**src/hdl/clr_pkg.sv**
```systemverilog
// clr_pkg: event and result types and code constants for the caps lock remapper
// depends on nothing; imported by caps_lock_layout_remapper

package clr_pkg;

	// event kinds
	localparam logic [1:0] REQ_KEY_DOWN = 2'd0;
	localparam logic [1:0] REQ_KEY_UP   = 2'd1;
	localparam logic [1:0] REQ_SYS_DOWN = 2'd2;
	localparam logic [1:0] REQ_SYS_UP   = 2'd3;

	// key classes
	localparam logic [1:0] KEY_OTHER = 2'd0;
	localparam logic [1:0] KEY_CAPS  = 2'd1;
	localparam logic [1:0] KEY_SHIFT = 2'd2;

	// verdicts
	localparam logic [1:0] VERDICT_PASS     = 2'd0;
	localparam logic [1:0] VERDICT_SWALLOW  = 2'd1;
	localparam logic [1:0] VERDICT_CONSUMED = 2'd2;

	// emitted key sequences
	localparam logic [1:0] SEQ_NONE      = 2'd0;
	localparam logic [1:0] SEQ_CAPS_TAP  = 2'd1;
	localparam logic [1:0] SEQ_WIN_SPACE = 2'd2;
	localparam logic [1:0] SEQ_ALT_SHIFT = 2'd3;

	localparam int unsigned IN_TDATA_W  = 16;
	localparam int unsigned OUT_TDATA_W = 8;

	typedef struct packed {
		logic       caps_lamp_on;
		logic       lctrl_held;
		logic       alt_down;
		logic       injected;
		logic       is_action;
		logic [1:0] key_class;
		logic [1:0] req_type;
	} evt_t;

	typedef struct packed {
		logic       enabled_now;
		logic       enable_changed;
		logic       release_lctrl;
		logic       release_alt;
		logic [1:0] emit_sequence;
		logic [1:0] verdict;
	} res_t;

	typedef struct packed {
		logic remap_enabled;
		logic caps_held_seen;
		logic shift_held_seen;
		logic caps_used_toggle;
		logic caps_pass_pending;
	} flags_t;

endpackage

```
**src/hdl/caps_lock_layout_remapper.sv**
```systemverilog
// caps_lock_layout_remapper: keyboard event filter with enable toggle and layout switch
// depends on clr_pkg (codes, event, result and flag types)
//
// channel | dir | handshake          | payload
// s_      | in  | s_tvalid/s_tready  | s_tdata[15:0] one key event
// m_      | out | m_tvalid/m_tready  | m_tdata[7:0] one verdict
// cfg_    | in  | cfg_valid/cfg_ready| cfg_data popup_mode
//
// one event per cycle sustained while m_tready holds; each event passes two registers
// (input register, then result register); the flag update between them is one level
// reset clears the flags to enabled with nothing held, popup_mode to 0
// an event waits in the input register while the result register is stalled,
// so a new event is still taken once while a result waits
// cfg_ready is always high

module caps_lock_layout_remapper
	import clr_pkg::*;
(
	input  logic                   clk,
	input  logic                   arst_n,
	input  logic                   s_tvalid,
	output logic                   s_tready,
	// [1:0] req_type, [3:2] key_class, [4] is_action, [5] injected,
	// [6] alt_down, [7] lctrl_held, [8] caps_lamp_on, [15:9] zero
	input  logic [IN_TDATA_W-1:0]  s_tdata,
	output logic                   m_tvalid,
	input  logic                   m_tready,
	// [1:0] verdict, [3:2] emit_sequence, [4] release_alt, [5] release_lctrl,
	// [6] enable_changed, [7] enabled_now
	output logic [OUT_TDATA_W-1:0] m_tdata,
	input  logic                   cfg_valid,
	output logic                   cfg_ready,
	input  logic                   cfg_data
);

	logic   evt_valid_s1;
	evt_t   evt_s1;
	logic   res_valid_s2;
	res_t   res_s2;
	flags_t flags_q;
	flags_t flags_nxt;
	res_t   res_nxt;
	logic   popup_mode_q;
	logic   advance;
	logic   alt_held;
	logic   ctl_held;
	logic   is_up;
	logic   done;

	assign advance   = evt_valid_s1 && (!res_valid_s2 || m_tready);
	assign s_tready  = !evt_valid_s1 || advance;
	assign cfg_ready = 1'b1;
	assign m_tvalid  = res_valid_s2;
	assign m_tdata   = res_s2;

	always_ff @(posedge clk or negedge arst_n) begin
		if (!arst_n) begin
			popup_mode_q <= 1'b0;
		end else if (cfg_valid && cfg_ready) begin
			popup_mode_q <= cfg_data;
		end
	end

	always_ff @(posedge clk or negedge arst_n) begin
		if (!arst_n) begin
			evt_valid_s1 <= 1'b0;
		end else if (s_tready) begin
			evt_valid_s1 <= s_tvalid;
		end
	end

	always_ff @(posedge clk) begin
		if (s_tvalid && s_tready) begin
			evt_s1 <= evt_t'(s_tdata[$bits(evt_t)-1:0]);
		end
	end

	always_ff @(posedge clk or negedge arst_n) begin
		if (!arst_n) begin
			res_valid_s2 <= 1'b0;
			flags_q      <= '{remap_enabled: 1'b1, default: 1'b0};
		end else begin
			if (advance) begin
				res_valid_s2 <= 1'b1;
				flags_q      <= flags_nxt;
			end else if (m_tready) begin
				res_valid_s2 <= 1'b0;
			end
		end
	end

	always_ff @(posedge clk) begin
		if (advance) begin
			res_s2 <= res_nxt;
		end
	end

	assign is_up    = (evt_s1.req_type == REQ_KEY_UP) || (evt_s1.req_type == REQ_SYS_UP);
	assign alt_held = (evt_s1.req_type == REQ_SYS_DOWN) && evt_s1.alt_down;
	assign ctl_held = (evt_s1.req_type == REQ_KEY_DOWN) && evt_s1.lctrl_held;

	always_comb begin
		flags_nxt              = flags_q;
		res_nxt                = '0;
		res_nxt.verdict        = VERDICT_PASS;
		res_nxt.emit_sequence  = SEQ_NONE;
		done                   = 1'b0;
		if (evt_s1.is_action && !evt_s1.injected) begin
			case (evt_s1.key_class)
				KEY_CAPS: begin
					if ((alt_held || ctl_held) && !flags_q.caps_held_seen) begin
						// modifier+caps flips the enable state
						flags_nxt.caps_held_seen   = 1'b1;
						flags_nxt.caps_used_toggle = 1'b1;
						flags_nxt.remap_enabled    = !flags_q.remap_enabled;
						res_nxt.enable_changed     = 1'b1;
						res_nxt.release_alt        = alt_held;
						res_nxt.release_lctrl      = ctl_held;
						if (!flags_q.remap_enabled) begin
							flags_nxt.shift_held_seen = 1'b0;
						end
						if (evt_s1.caps_lamp_on) begin
							flags_nxt.caps_pass_pending = 1'b1;
							res_nxt.verdict             = VERDICT_PASS;
						end else begin
							res_nxt.verdict = VERDICT_SWALLOW;
						end
					end else begin
						if (is_up) begin
							flags_nxt.caps_held_seen = 1'b0;
							if (flags_q.caps_pass_pending) begin
								// let the release through so the lamp ends off
								flags_nxt.caps_pass_pending = 1'b0;
								flags_nxt.caps_used_toggle  = 1'b0;
								done                        = 1'b1;
							end else begin
								if (flags_q.caps_used_toggle) begin
									flags_nxt.caps_used_toggle = 1'b0;
								end else if (flags_q.remap_enabled && !flags_q.shift_held_seen) begin
									res_nxt.emit_sequence = popup_mode_q ? SEQ_WIN_SPACE
										: SEQ_ALT_SHIFT;
								end
								flags_nxt.shift_held_seen = 1'b0;
							end
						end
						if (!done) begin
							if (!flags_q.remap_enabled) begin
								res_nxt.verdict = VERDICT_PASS;
							end else begin
								if (((evt_s1.req_type == REQ_KEY_DOWN)
									|| ((evt_s1.req_type == REQ_SYS_DOWN) && !evt_s1.alt_down))
									&& !flags_nxt.caps_held_seen) begin
									flags_nxt.caps_held_seen = 1'b1;
									if (flags_nxt.shift_held_seen) begin
										res_nxt.emit_sequence = SEQ_CAPS_TAP;
									end
								end
								res_nxt.verdict = VERDICT_SWALLOW;
							end
						end
					end
				end
				KEY_SHIFT: begin
					if (is_up && !flags_q.caps_held_seen) begin
						flags_nxt.shift_held_seen = 1'b0;
					end
					if (!flags_q.remap_enabled) begin
						res_nxt.verdict = VERDICT_PASS;
					end else begin
						if ((evt_s1.req_type == REQ_KEY_DOWN) && !flags_nxt.shift_held_seen) begin
							flags_nxt.shift_held_seen = 1'b1;
							if (flags_q.caps_held_seen) begin
								res_nxt.emit_sequence = SEQ_CAPS_TAP;
							end
						end
						res_nxt.verdict = VERDICT_CONSUMED;
					end
				end
				default: begin
					res_nxt.verdict = VERDICT_PASS;
				end
			endcase
		end
		res_nxt.enabled_now = flags_nxt.remap_enabled;
	end

`ifndef ASSERT_OFF
	// an enable-change notice goes with a flip of the stored enable flag
	a_enable_flip: assert property (@(posedge clk) disable iff (!arst_n)
		(advance && res_nxt.enable_changed)
			|=> (flags_q.remap_enabled != $past(flags_q.remap_enabled)))
		else $error("enable change without flag flip");

	// flags move only when an event advances
	a_flags_hold: assert property (@(posedge clk) disable iff (!arst_n)
		!advance |=> $stable(flags_q))
		else $error("flags changed without an event");

	// only one modifier release per event
	a_one_release: assert property (@(posedge clk) disable iff (!arst_n)
		res_valid_s2 |-> !(res_s2.release_alt && res_s2.release_lctrl))
		else $error("both modifier releases requested");

	// a passed event never emits a sequence
	a_pass_quiet: assert property (@(posedge clk) disable iff (!arst_n)
		(res_valid_s2 && (res_s2.verdict == VERDICT_PASS))
			|-> (res_s2.emit_sequence == SEQ_NONE))
		else $error("sequence emitted on a passed event");
`endif

endmodule
```
**config.mk**
```make
export PLATFORM = sky130hd
export DESIGN_NAME = caps_lock_layout_remapper
export DESIGN_NICKNAME = d
export VERILOG_FILES = /design/src/hdl/clr_pkg.sv /design/src/hdl/caps_lock_layout_remapper.sv
export SDC_FILE = /design/constraint.sdc
export NUM_CORES = 1
export LEC_CHECK = 0
export BUFFER_PORTS_ARGS = -buffer_cell sky130_fd_sc_hd__buf_4
export CORE_ASPECT_RATIO = 1.75
export CORE_UTILIZATION = 45
export DETAILED_ROUTE_END_ITERATION = 6
export GPL_ROUTABILITY_DRIVEN = 0
export GPL_TIMING_DRIVEN = 0
export PLACE_DENSITY = 0.78
export REMOVE_ABC_BUFFERS = 1
export SYNTH_ARGS = -nofsm -noshare
export SYNTH_HDL_FRONTEND = slang
export SYNTH_SLANG_ARGS = --single-unit
```
**constraint.sdc**
```tcl
create_clock -name clk -period 1.5 [get_ports clk]
set_input_delay 0.075 -clock clk [delete_from_list [all_inputs] [get_ports clk]]
set_output_delay 0.075 -clock clk [all_outputs]
set_load 0.005 [all_outputs]
```
* Word level (Yosys, flattened, before mapping) *
Index checks and enable logic that the tools add are counted.

operators by class
  add/subtract/negate cells = 0
  multipliers = 0
  div/mod/pow operators = 0
  $lt $le $gt $ge = 0
  equal/unequal tests = 8
  shift operators = 0
  muxes and demuxes = 48
  bitwise operators = 0
  reductions and logical operators = 34

operators by type and width
  operator                                       number
  two-way mux 2 bit                              14
  two-way mux 4 bit                              6
  two-way mux 1 bit                              23
  logical AND 1 bit                              11
  zero test 1 bit                                9
  case mux 2 bit (2 select lines)                2
  AND reduction 4 bit                            2
  == test 2 bit, second input constant           3
  AND reduction 3 bit                            2
  logical OR 1 bit                               5
  two-way mux 5 bit                              1
  AND reduction 5 bit                            1
  == test 2 x 1 -> 1 bit, second input constant  2
  != test 4 bit, second input constant           1
  nonzero test 2 bit                             2
  two-way mux 3 bit                              1
  != test 3 bit, second input constant           1
  zero test 2 bit                                1
  != test 2 bit, second input constant           1
  case mux 1 bit (2 select lines)                1
  AND reduction 2 bit                            1

word-level totals
  register bits after elaboration = 25
  bits in latches = 0
  memory bits (writable) = 0
  bits in read-only memories = 0
  bits of input ports = 22
  output and inout bits = 11
  logic and storage cells = 111
  memories = 0

* Depth between registers and ports, before layout *
Gate-level depths: netlist of the first run.

  depth in word-level cells = 15
  mapped depth = 9

* Worst setup path before layout of the first run *
OpenSTA, ideal clock, no wires.

  kind = register to register
  from = reg evt_s1[1] (netlist name)
  to = reg res_s2 (netlist bit m_tdata[7]), data pin
  library setup time = 0.260 ns
  data arrival time = 1.313 ns
  data required time = 1.240 ns
  slack = -0.073 ns
  stages on the path, launching flop included = 6
  path buffers = 0
  period minus slack after synthesis = 1.573 ns
  cells stage by stage = edfxtp_1 > mux2i_1 > nand2b_4 > inv_1 > ha_1 > mux2_2

RTL lines
  element                 line                             RTL
  from (decl)             caps_lock_layout_remapper.sv:37  evt_t evt_s1;
  from (signal assigned)  caps_lock_layout_remapper.sv:74  evt_s1 <= evt_t'(s_tdata[$bits(evt_t)-1:0]);
  to (signal assigned)    caps_lock_layout_remapper.sv:94  res_s2 <= res_nxt;
  to (decl)               caps_lock_layout_remapper.sv:39  res_t res_s2;

* Worst setup path after layout of the first run *
  from = reg evt_s1[1] (netlist name)
  to = reg flags_q[2] (netlist name)

between the ends
  longest elaborated chain between the ends = 11

ends and longest elaborated chain
  element                                                  line                              RTL
  == test 2 x 1 -> 1 bit or == test 2 bit (tied branches)  caps_lock_layout_remapper.sv:98   assign is_up = (evt_s1.req_type == REQ_KEY_UP) || (evt_s1.req_type == REQ_SYS_UP);
  logical OR 1 bit                                         caps_lock_layout_remapper.sv:98
  logical AND 1 bit                                        caps_lock_layout_remapper.sv:164  if (is_up && !flags_q.caps_held_seen) begin
  two-way mux 1 bit                                        caps_lock_layout_remapper.sv:164
  two-way mux 1 bit                                        caps_lock_layout_remapper.sv:109  case (evt_s1.key_class)
  two-way mux 1 bit                                        caps_lock_layout_remapper.sv:108  if (evt_s1.is_action && !evt_s1.injected) begin
  zero test 1 bit                                          caps_lock_layout_remapper.sv:170  if ((evt_s1.req_type == REQ_KEY_DOWN) && !flags_nxt.shift_held_seen) begin
  logical AND 1 bit                                        caps_lock_layout_remapper.sv:170
  two-way mux 1 bit                                        caps_lock_layout_remapper.sv:170
  two-way mux 1 bit                                        caps_lock_layout_remapper.sv:167  if (!flags_q.remap_enabled) begin
  case mux 1 bit (2 select lines)                          caps_lock_layout_remapper.sv:109
  to (signal assigned)                                     caps_lock_layout_remapper.sv:85   flags_q <= flags_nxt;
  to (decl)                                                caps_lock_layout_remapper.sv:40   flags_t flags_q;

Parallel ways exist; a longest one is shown, timed or not. The select of a mux whose other input is x is not followed.
A chain may end at the register's enable or synchronous reset.

==> impl_metrics.json, run 1 <==
{
  "synth_area_leaders": "edfxtp_1 44%, dfrtp_1 15%, ha_1 3.2%",
  "clkTransAtPathRegs_ns": 0.08,
  "grt_pass1_vias": 860,
  "synth_cell_type_count": 37,
  "max_stage_delay_ns": 0.41,
  "mostFrequentLayoutCells": "33 x buf_4, 17 x edfxtp_1, 11 x dlygate4sd3_1, 7 x nand2_1, 7 x dfrtp_1",
  "ios": 33,
  "row_count": 24,
  "die_height_um": 69.2,
  "synth_area_um2": 1160,
  "synth_top_area_frac": 0.440,
  "hpwlAfterDp_um": 1530,
  "maxCapViolCount": 0,
  "cts_tree": "built",
  "crit_family": "flip-flops",
  "area_growth_pct": 44.2,
  "design.die.area_um2": 2790,
  "placed_area_um2": 1360,
  "grt_max_degree": 14,
  "critPathLaunchType": "flop",
  "cp_common_cell": "o21ai_1",
  "clk_latency_ns": 0.27,
  "cts.htree.levels": 1,
  "overflow": 0,
  "crit_type": "reg -> reg",
  "syn_area_per_cell_um2": 13.5,
  "cts_buffers": 3,
  "die_w_um": 40.4,
  "wl_per_cell_um": 15.2,
  "status": "complete, but fails checks",
  "drcViolationCount": 0,
  "crit_chain": "mux2i_1 > nand2b_4 > inv_4 > ha_4 > nor2b_2 > o2111ai_2 > o21ai_1 > o21ai_1",
  "rsz0062_at_grt": "true",
  "setup_viol": 5,
  "dpl.cell_count": 134,
  "viasPerCell": 5.44,
  "power_mw": 1.70,
  "met2_usage": 0.342,
  "cts_root_buf": "clkbuf_8",
  "layout-drive-gt1-share": 0.425,
  "async_flop_share": 0.320,
  "power_density_nw_per_um2": 1020,
  "antennaDiodeCount": 0,
  "synth_warnings": 0,
  "ys_seq_area_frac": 0.614,
  "hp-class": "in -> reg",
  "drt_wl_total_um": 2430,
  "antenna_found_initial": 0,
  "arrival_ns": 1.67,
  "portBuffers": 24,
  "worst-path-buf-inv": 1,
  "synth_seq_cells": 25,
  "drt_pass1_iterations": 4,
  "hold_viol": 0,
  "drtIter0Drc": 33,
  "stdcell_count": 160,
  "synth_edf_count": 17,
  "cp-end-kind": "flop",
  "synth_flop_cell": "edfxtp_1",
  "grt_usage": 0.203,
  "cp_slowest_cell": "edfxtp_1",
  "grt_pass1_wl_um": 3770,
  "fin_crit_sh": 1.01,
  "clock-sinks": 25,
  "synth_top_area_cell": "edfxtp_1",
  "peakVddDrop_mv": 0.883,
  "num_vias": 871,
  "fin_ws_ns": -0.0117,
  "initial_utilization": 0.471,
  "clock_skew_ns": 0.00163,
  "fin_area_um2": 1670,
  "maxSlewViolCount": 0,
  "syn_inst": 86,
  "nets": 160,
  "leakagePower_nw": 0.710,
  "max_freq_mhz": 662,
  "required_ns": 1.66,
  "ant_nets": 0,
  "finalCriticalPeriod_ns": 1.51,
  "groute.layer.met1.usage": 0.193,
  "core_area_um2": 2460,
  "top_usage_layer": "met2",
  "worstPathMaxFanout": 2,
  "cts_max_path_buffers": 2,
  "violations": "negative setup slack",
  "met3_usage": 0.0354,
  "setup_tns_ns": -0.0349,
  "final_common_cell": "buf_4"
}
[cell usage after synthesis (2+ instances only)]
library cell  count
and2b_1           2
nor4_1            2
ha_1              3
dfrtp_1           7
nand2_1           7
and3_1            3
nor2b_1           4
inv_1             4
mux2_2            3
and2_1            2
nand2b_1          3
o21ai_0           2
edfxtp_1         17
nor2_1            4
[power breakdown]
group          leakage (nW)  switching, mW  internal, mW
sequential            0.264         0.0771         0.827
clock                0.0228          0.215         0.191
combinational         0.423          0.168         0.223
[path summary, 6_finish.rpt]
check | startpoint | to | slack, ns | cells after the start
worst min-delay path | cfg_data | popup_mode_q | 0.03 | 2
min in group asynchronous | arst_n | flags_q[3] | 0.14 | 2
max in group asynchronous | arst_n | flags_q[4] | 1.16 | 2
worst max-delay path | evt_s1[1] | flags_q[2] | -0.01 | 8
worst max register to register | evt_s1[1] | flags_q[2] | -0.01 | 8
worst min register to register | flags_q[1] | flags_q[1] | 0.52 | 1
[worst register-to-register path, delay by kind of cell (launching register included)]
kind | cells | cell delay (ns)
mux | 1 | 0.17
compound gates | 3 | 0.35
buf+inv | 1 | 0.04
fa+ha+maj | 1 | 0.15
simple gates | 2 | 0.28
flops | 1 | 0.41
[final cells by class]
type / count / area, µm²
Fill cell: 183 / 790
Timing Repair Buffer: 46 / 380
Sequential cell: 25 / 712
Clock buffer: 4 / 45.0
Inverter: 4 / 17.5
Tap cell: 26 / 32.5
Multi-Input combinational cell: 55 / 485
[routing by layer]
metal / vias to the layer above / part of all wire
li1: 405 / -
met1: 423 / 0.34
met2: 32 / 0.56
met3: 11 / 0.042
met4: 0 / 0.059
met5: - / 0
[logic make-up after synthesis]
group,Yosys count,synth area share
adders and majority gates,3,0.0324
buffers and inverters,6,0.0237
and+or+nand+nor,34,0.198
other,1,0.00323
DFF,25,0.614
muxes,5,0.0507
AOI/OAI and AO/OA,12,0.0777
[flip-flops by register name, summed over array words and instances, names as in the netlist]
register / cells
evt_valid_s1: 1
popup_mode_q: 1
m_tvalid: 1
m_tdata: 8
flags_q: 5
evt_s1: 9
[through the flow]
stage / hold WS, ns / worst slack, ns / utilization
5_1_grt: 0.0356 / -0.141 / 0.679
4_1_cts: 0.0327 / 0.000249 / 0.652
6_report: 0.0343 / -0.0117 / 0.679
3_3_place_gp: -0.104 / -0.192 / 0.552
2_1_floorplan: -0.221 / -0.0729 / -
3_5_place_dp: -0.101 / -0.213 / 0.552
[what timing repair did]
action	CTS	global route
setup endpoints to repair	5	7
hold buffers	11	0
resized for setup	8	9
endpoints found under the hold margin	18	0
setup buffers	8	3
pin swaps	3	2
Note: power is estimated with default switching activity, not from simulation.
==> inputs of run 2 (changes only) <==
--- a/config.mk
+++ b/config.mk
@@ -6,12 +6,14 @@
 export NUM_CORES = 1
 export LEC_CHECK = 0
 export BUFFER_PORTS_ARGS = -buffer_cell sky130_fd_sc_hd__buf_4
+export CELL_PAD_IN_SITES_DETAIL_PLACEMENT = 0
+export CELL_PAD_IN_SITES_GLOBAL_PLACEMENT = 1
 export CORE_ASPECT_RATIO = 1.75
-export CORE_UTILIZATION = 45
+export CORE_UTILIZATION = 36
 export DETAILED_ROUTE_END_ITERATION = 6
 export GPL_ROUTABILITY_DRIVEN = 0
 export GPL_TIMING_DRIVEN = 0
-export PLACE_DENSITY = 0.78
+export PLACE_DENSITY = 0.79
 export REMOVE_ABC_BUFFERS = 1
 export SYNTH_ARGS = -nofsm -noshare
 export SYNTH_HDL_FRONTEND = slang
==> impl_metrics.json, run 2 (synthesized netlist as in run 1, its figures left out) <==
{
  "cp_slowest_cell": "edfxtp_1",
  "whs_endpoint": "evt_valid_s1",
  "cts_root_buf": "clkbuf_8",
  "p_seq_frac": 0.541,
  "required_ns": 1.53,
  "clk_latency_ns": 0.27,
  "placed_area_um2": 1380,
  "reg2reg_setup_slack_ns": -0.02,
  "initial_utilization": 0.388,
  "setup_tns_ns": -0.0346,
  "final_common_cell": "buf_4",
  "clock_skew_ns": 0.00376,
  "die_height_um": 77.1,
  "fin_crit_sh": 1.01,
  "ios": 33,
  "grt_usage": 0.138,
  "nets": 157,
  "drcViolationCount": 0,
  "p_sw_uw": 441,
  "pre_cts_slack_ns": -0.230,
  "fin_ws_ns": -0.0197,
  "antenna_found_initial": 0,
  "drt_wl_total_um": 2340,
  "setup_viol": 3,
  "viasPerCell": 4.91,
  "max_freq_mhz": 658,
  "clkTransAtPathRegs_ns": 0.09,
  "switching_share": 0.263,
  "row_count": 26,
  "grt_max_degree": 14,
  "maxCapViolCount": 0,
  "overflow": 0,
  "die_w_um": 44.9,
  "hp-class": "in -> reg",
  "r2r-end": "m_tdata[2]",
  "power_mw": 1.67,
  "r2r_start": "evt_s1[3]",
  "p_comb_frac": 0.220,
  "arrival_ns": 1.55,
  "clock-sinks": 25,
  "drtIter0Drc": 21,
  "ant_nets": 0,
  "cts_buffers": 3,
  "grt_pass1_wl_um": 3460,
  "antennaDiodeCount": 0,
  "cts_max_path_buffers": 2,
  "fillCellCount": 265,
  "stdcell_count": 173,
  "regMostFlops": "evt_s1",
  "dpl.cell_count": 150,
  "finalCriticalPeriod_ns": 1.52,
  "critPathLaunchType": "flop",
  "core_area_um2": 2990,
  "grt_pass1_vias": 833,
  "holdWs_ns": 0.00849,
  "fin_util": 0.554,
  "area_growth_pct": 43.0,
  "reg2regPathDepth": 5,
  "num_vias": 849,
  "fin_area_um2": 1660,
  "cts_tree": "built",
  "leakagePower_nw": 0.691,
  "drt_pass1_iterations": 4,
  "design.die.area_um2": 3460,
  "worstPathMaxFanout": 2,
  "rsz0062_at_grt": "true",
  "largest_reg_flops": 9,
  "min_path_cells": 2,
  "wl_per_cell_um": 13.5,
  "peakVddDrop_mv": 0.774,
  "crit_type": "reg -> reg",
  "cts.htree.levels": 1,
  "hold_viol": 0,
  "power_density_nw_per_um2": 1010,
  "maxSlewViolCount": 0,
  "violations": "negative setup slack",
  "status": "complete, but fails checks",
  "p_int_mw": 1.23,
  "layout-drive-gt1-share": 0.427,
  "cp-end-kind": "flop",
  "worstHoldStart": "s_tvalid",
  "mostFrequentLayoutCells": "32 x buf_4, 17 x edfxtp_1, 10 x dlygate4sd3_1, 7 x nand2_1, 7 x dfrtp_1",
  "portBuffers": 24,
  "hpwlAfterDp_um": 1530,
  "max_stage_delay_ns": 0.41,
  "pwr-share-clk": 0.239,
  "crit_chain": "buf_4 > ha_4 > nor2b_1 > and3_1 > a32o_1"
}
==> run 2: power by group through the flow <==
stage | Combinational (mW) | Clock, mW | Sequential, mW
after floorplan | 0.172 | 0 | 0.894
after global placement | 0.261 | 0 | 0.909
after detailed placement | 0.268 | 0 | 0.913
after CTS | 0.321 | 0.396 | 0.900
after global routing | 0.398 | 0.429 | 0.916
final | 0.368 | 0.400 | 0.905
==> run 2: routing by layer <==
metal  global-route usage  vias to the layer above  wire, µm
met1                0.124                      418       855
li1                     -                      403         -
met5                    0                        -         0
met2                0.279                       24      1390
met3               0.0212                        4        56
met4               0.0455                        0        28
==> run 2: layout make-up <==
type	instances	area [µm²]	area share
clock buffers	4	45.0	0.0271
inverters	4	17.5	0.0106
multi-input cells	55	480	0.290
flip-flops and latches	25	712	0.429
well taps	42	52.6	0.0317
repair buffers	43	352	0.212
==> run 2: worst max path at each step <==
| stage | from | slack, ns | cells after the start | to |
|---|---|---|---|---|
| 3_3_place_gp | evt_s1[1] | -0.20 | 8 | flags_q[2] |
| 5_1_grt | evt_s1[1] | -0.09 | 8 | flags_q[2] |
| 6_report | evt_s1[3] | -0.02 | 5 | m_tdata[2] |
| 3_5_place_dp | evt_s1[1] | -0.23 | 8 | flags_q[2] |
| 4_1_cts | evt_s1[1] | -0.01 | 8 | flags_q[2] |
| 2_1_floorplan | evt_s1[1] | -0.07 | 5 | m_tdata[7] |
==> run 2: repair_timing <==
item,4_1_cts,5_1_grt
setup endpoints to repair,5,15
pin swaps,3,3
hold buffers,10,0
resized for setup,7,9
buffers inserted,4,5
hold endpoints to repair,17,0
==> run 2: worst max-delay path: cells and delay by family, from the launching register on <==
kind / cells / cell delay, ns
AO/OA/AOI/OAI: 1 / 0.25
AND/OR/NAND/NOR: 2 / 0.22
adder cells (fa/ha/maj): 1 / 0.26
buffers and inverters: 1 / 0.16
flip-flops: 1 / 0.41
==> inputs of run 3 (changes only) <==
--- a/config.mk
+++ b/config.mk
@@ -5,15 +5,16 @@
 export SDC_FILE = /design/constraint.sdc
 export NUM_CORES = 1
 export LEC_CHECK = 0
+export ABC_AREA = 1
 export BUFFER_PORTS_ARGS = -buffer_cell sky130_fd_sc_hd__buf_4
 export CELL_PAD_IN_SITES_DETAIL_PLACEMENT = 0
 export CELL_PAD_IN_SITES_GLOBAL_PLACEMENT = 1
 export CORE_ASPECT_RATIO = 1.75
-export CORE_UTILIZATION = 36
+export CORE_UTILIZATION = 34
 export DETAILED_ROUTE_END_ITERATION = 6
 export GPL_ROUTABILITY_DRIVEN = 0
 export GPL_TIMING_DRIVEN = 0
-export PLACE_DENSITY = 0.79
+export PLACE_DENSITY = 0.78
 export REMOVE_ABC_BUFFERS = 1
 export SYNTH_ARGS = -nofsm -noshare
 export SYNTH_HDL_FRONTEND = slang
==> impl_metrics.json, run 3 <==
{
  "fin_util": 0.542,
  "drt_pass1_iterations": 4,
  "rsz0062_at_grt": "true",
  "max_freq_mhz": 650,
  "maxSlewViolCount": 0,
  "cts_max_path_buffers": 2,
  "synth_edf_count": 17,
  "grt_pass1_vias": 1070,
  "cts_root_buf": "clkbuf_8",
  "finalCriticalPeriod_ns": 1.54,
  "hp-class": "in -> reg",
  "grt_max_degree": 14,
  "met3_usage": 0.0271,
  "synthTopCellsByCount": "24 x nand2_1, 17 x edfxtp_1, 11 x inv_1",
  "overflow": 0,
  "fin_ws_ns": -0.0391,
  "layout-drive-gt1-share": 0.407,
  "worstPathMaxFanout": 3,
  "status": "complete, but fails checks",
  "arrival_ns": 1.67,
  "async_flop_share": 0.320,
  "fillCellCount": 289,
  "num_vias": 1028,
  "synth_area_um2": 1180,
  "top_usage_layer": "met2",
  "viasPerCell": 4.78,
  "reg2regPathDepth": 8,
  "area_growth_pct": 47.6,
  "synth_warnings": 0,
  "synth_top_area_frac": 0.434,
  "min_path_cells": 3,
  "initial_utilization": 0.367,
  "leakagePower_nw": 0.805,
  "row_count": 27,
  "syn_area_per_cell_um2": 10.1,
  "holdWs_ns": 0.00292,
  "stdcell_count": 215,
  "power_density_nw_per_um2": 1100,
  "synth_cell_type_count": 26,
  "hpwlAfterDp_um": 1750,
  "hold_viol": 0,
  "synth_area_leaders": "edfxtp_1 43%, dfrtp_1 15%, nand2_1 7.7%",
  "design.die.area_um2": 3710,
  "groute.layer.met1.usage": 0.128,
  "cp-end-kind": "flop",
  "final_common_cell": "buf_4",
  "synth_top_area_cell": "edfxtp_1",
  "violations": "negative setup slack",
  "ys_seq_area_frac": 0.605,
  "synthMostInstantiatedCell": "nand2_1",
  "core_area_um2": 3210,
  "ant_nets": 0,
  "mostFrequentLayoutCells": "42 x buf_4, 22 x nand2_1, 17 x edfxtp_1, 11 x inv_1, 11 x dlygate4sd3_1",
  "grt_usage": 0.160,
  "fin_crit_sh": 1.03,
  "clkTransAtPathRegs_ns": 0.09,
  "synth_seq_cells": 25,
  "crit_type": "reg -> reg",
  "grt_pass1_wl_um": 4200,
  "nets": 198,
  "portBuffers": 24,
  "dpl.cell_count": 182,
  "cts_buffers": 3,
  "cts.htree.levels": 1,
  "ios": 33,
  "largest_reg_flops": 9,
  "cts_tree": "built",
  "clock-sinks": 25,
  "drtIter0Drc": 27,
  "met2_usage": 0.303,
  "required_ns": 1.64,
  "clock_skew_ns": 0.00399,
  "die_w_um": 46.5,
  "die_height_um": 79.8,
  "regMostFlops": "evt_s1",
  "critPathLaunchType": "flop",
  "maxCapViolCount": 0,
  "antenna_found_initial": 0,
  "syn_inst": 116,
  "drt_wl_total_um": 2760,
  "clk_latency_ns": 0.27,
  "wl_per_cell_um": 12.9,
  "antennaDiodeCount": 0,
  "peakVddDrop_mv": 0.647,
  "synth_flop_cell": "edfxtp_1",
  "drcViolationCount": 0,
  "setup_viol": 1
}
[run 3: cell types whose count changed after synthesis, sizes merged, moves of 4 or more]
| cell | before | now |
|---|---|---|
| nor2 | 5 | 11 |
| o21ai | 2 | 7 |
| nand3 | 1 | 9 |
| nor2b | 4 | 0 |
| mux2 | 4 | 0 |
| nand2b | 4 | 0 |
| inv | 4 | 17 |
| a21oi | 1 | 5 |
| nand2 | 7 | 29 |
[run 3: through the flow]
stage	TNS [ns]	setup slack, ns	power [mW]	cell area (µm²)
after global placement	-0.236	-0.132	1.35	1400
final	-0.0391	-0.0391	1.91	1740
after global routing	-0.213	-0.0914	2.01	1740
after detailed placement	-0.279	-0.151	1.37	1400
after CTS	-0.0208	-0.0208	1.83	1680
after floorplan	0	0.0495	1.20	1170
[run 3: path summary, 6_finish.rpt]
kind / slack [ns] / from / to
worst max register to register: -0.04 / evt_s1[1] / m_tdata[5]
max in group asynchronous: 1.13 / arst_n / flags_q[4]
min in group asynchronous: 0.16 / arst_n / popup_mode_q
worst min-delay path: 0.003 / cfg_data / popup_mode_q
worst min register to register: 0.53 / popup_mode_q / popup_mode_q
worst max-delay path: -0.04 / evt_s1[1] / m_tdata[5]
[run 3: what timing repair did]
action | CTS | global route
buffers inserted | 14 | 5
resized for setup | 3 | 7
cloned | 0 | 0
pin swaps | 8 | 8
endpoints found under the setup margin | 2 | 4
hold buffers | 11 | 0
endpoints found under the hold margin | 18 | 0
[run 3: power breakdown]
part           total [mW]  leakage [nW]  internal, mW  switching (mW)
sequential          0.955         0.260         0.871          0.0843
combinational       0.553         0.522         0.268           0.285
clock               0.400        0.0228         0.190           0.210
[run 3: routing by layer]
metal	vias to the layer above	wire length (µm)
li1	494	-
met1	488	916
met2	33	1630
met3	13	72
met4	0	141
met5	-	0
[run 3: kinds of logic after synthesis]
logic type | after synthesis | synth area share
and+or+nand+nor | 54 | 0.226
other | 1 | 0.00319
buffers and inverters | 19 | 0.0670
DFF | 25 | 0.605
AOI/OAI and AO/OA | 14 | 0.0669
adders and majority gates | 3 | 0.0319
[run 3: worst max-delay path: stages (launching register included)]
cell	delay [ns]
edfxtp_1	0.44
nor2_2	0.17
nand2_2	0.09
buf_4	0.14
buf_4	0.12
buf_4	0.12
buf_4	0.12
buf_4	0.12
nor2_2	0.09
[run 3: area by class of cell]
cell class / instances / area (µm²) / share of cell area
sequential: 25 / 712 / 0.410
clock buffer: 4 / 45.0 / 0.0259
multi-input combinational: 72 / 430 / 0.248
inverter: 18 / 71.3 / 0.0410
timing repair buffer: 53 / 425 / 0.245
tap: 43 / 53.8 / 0.0310
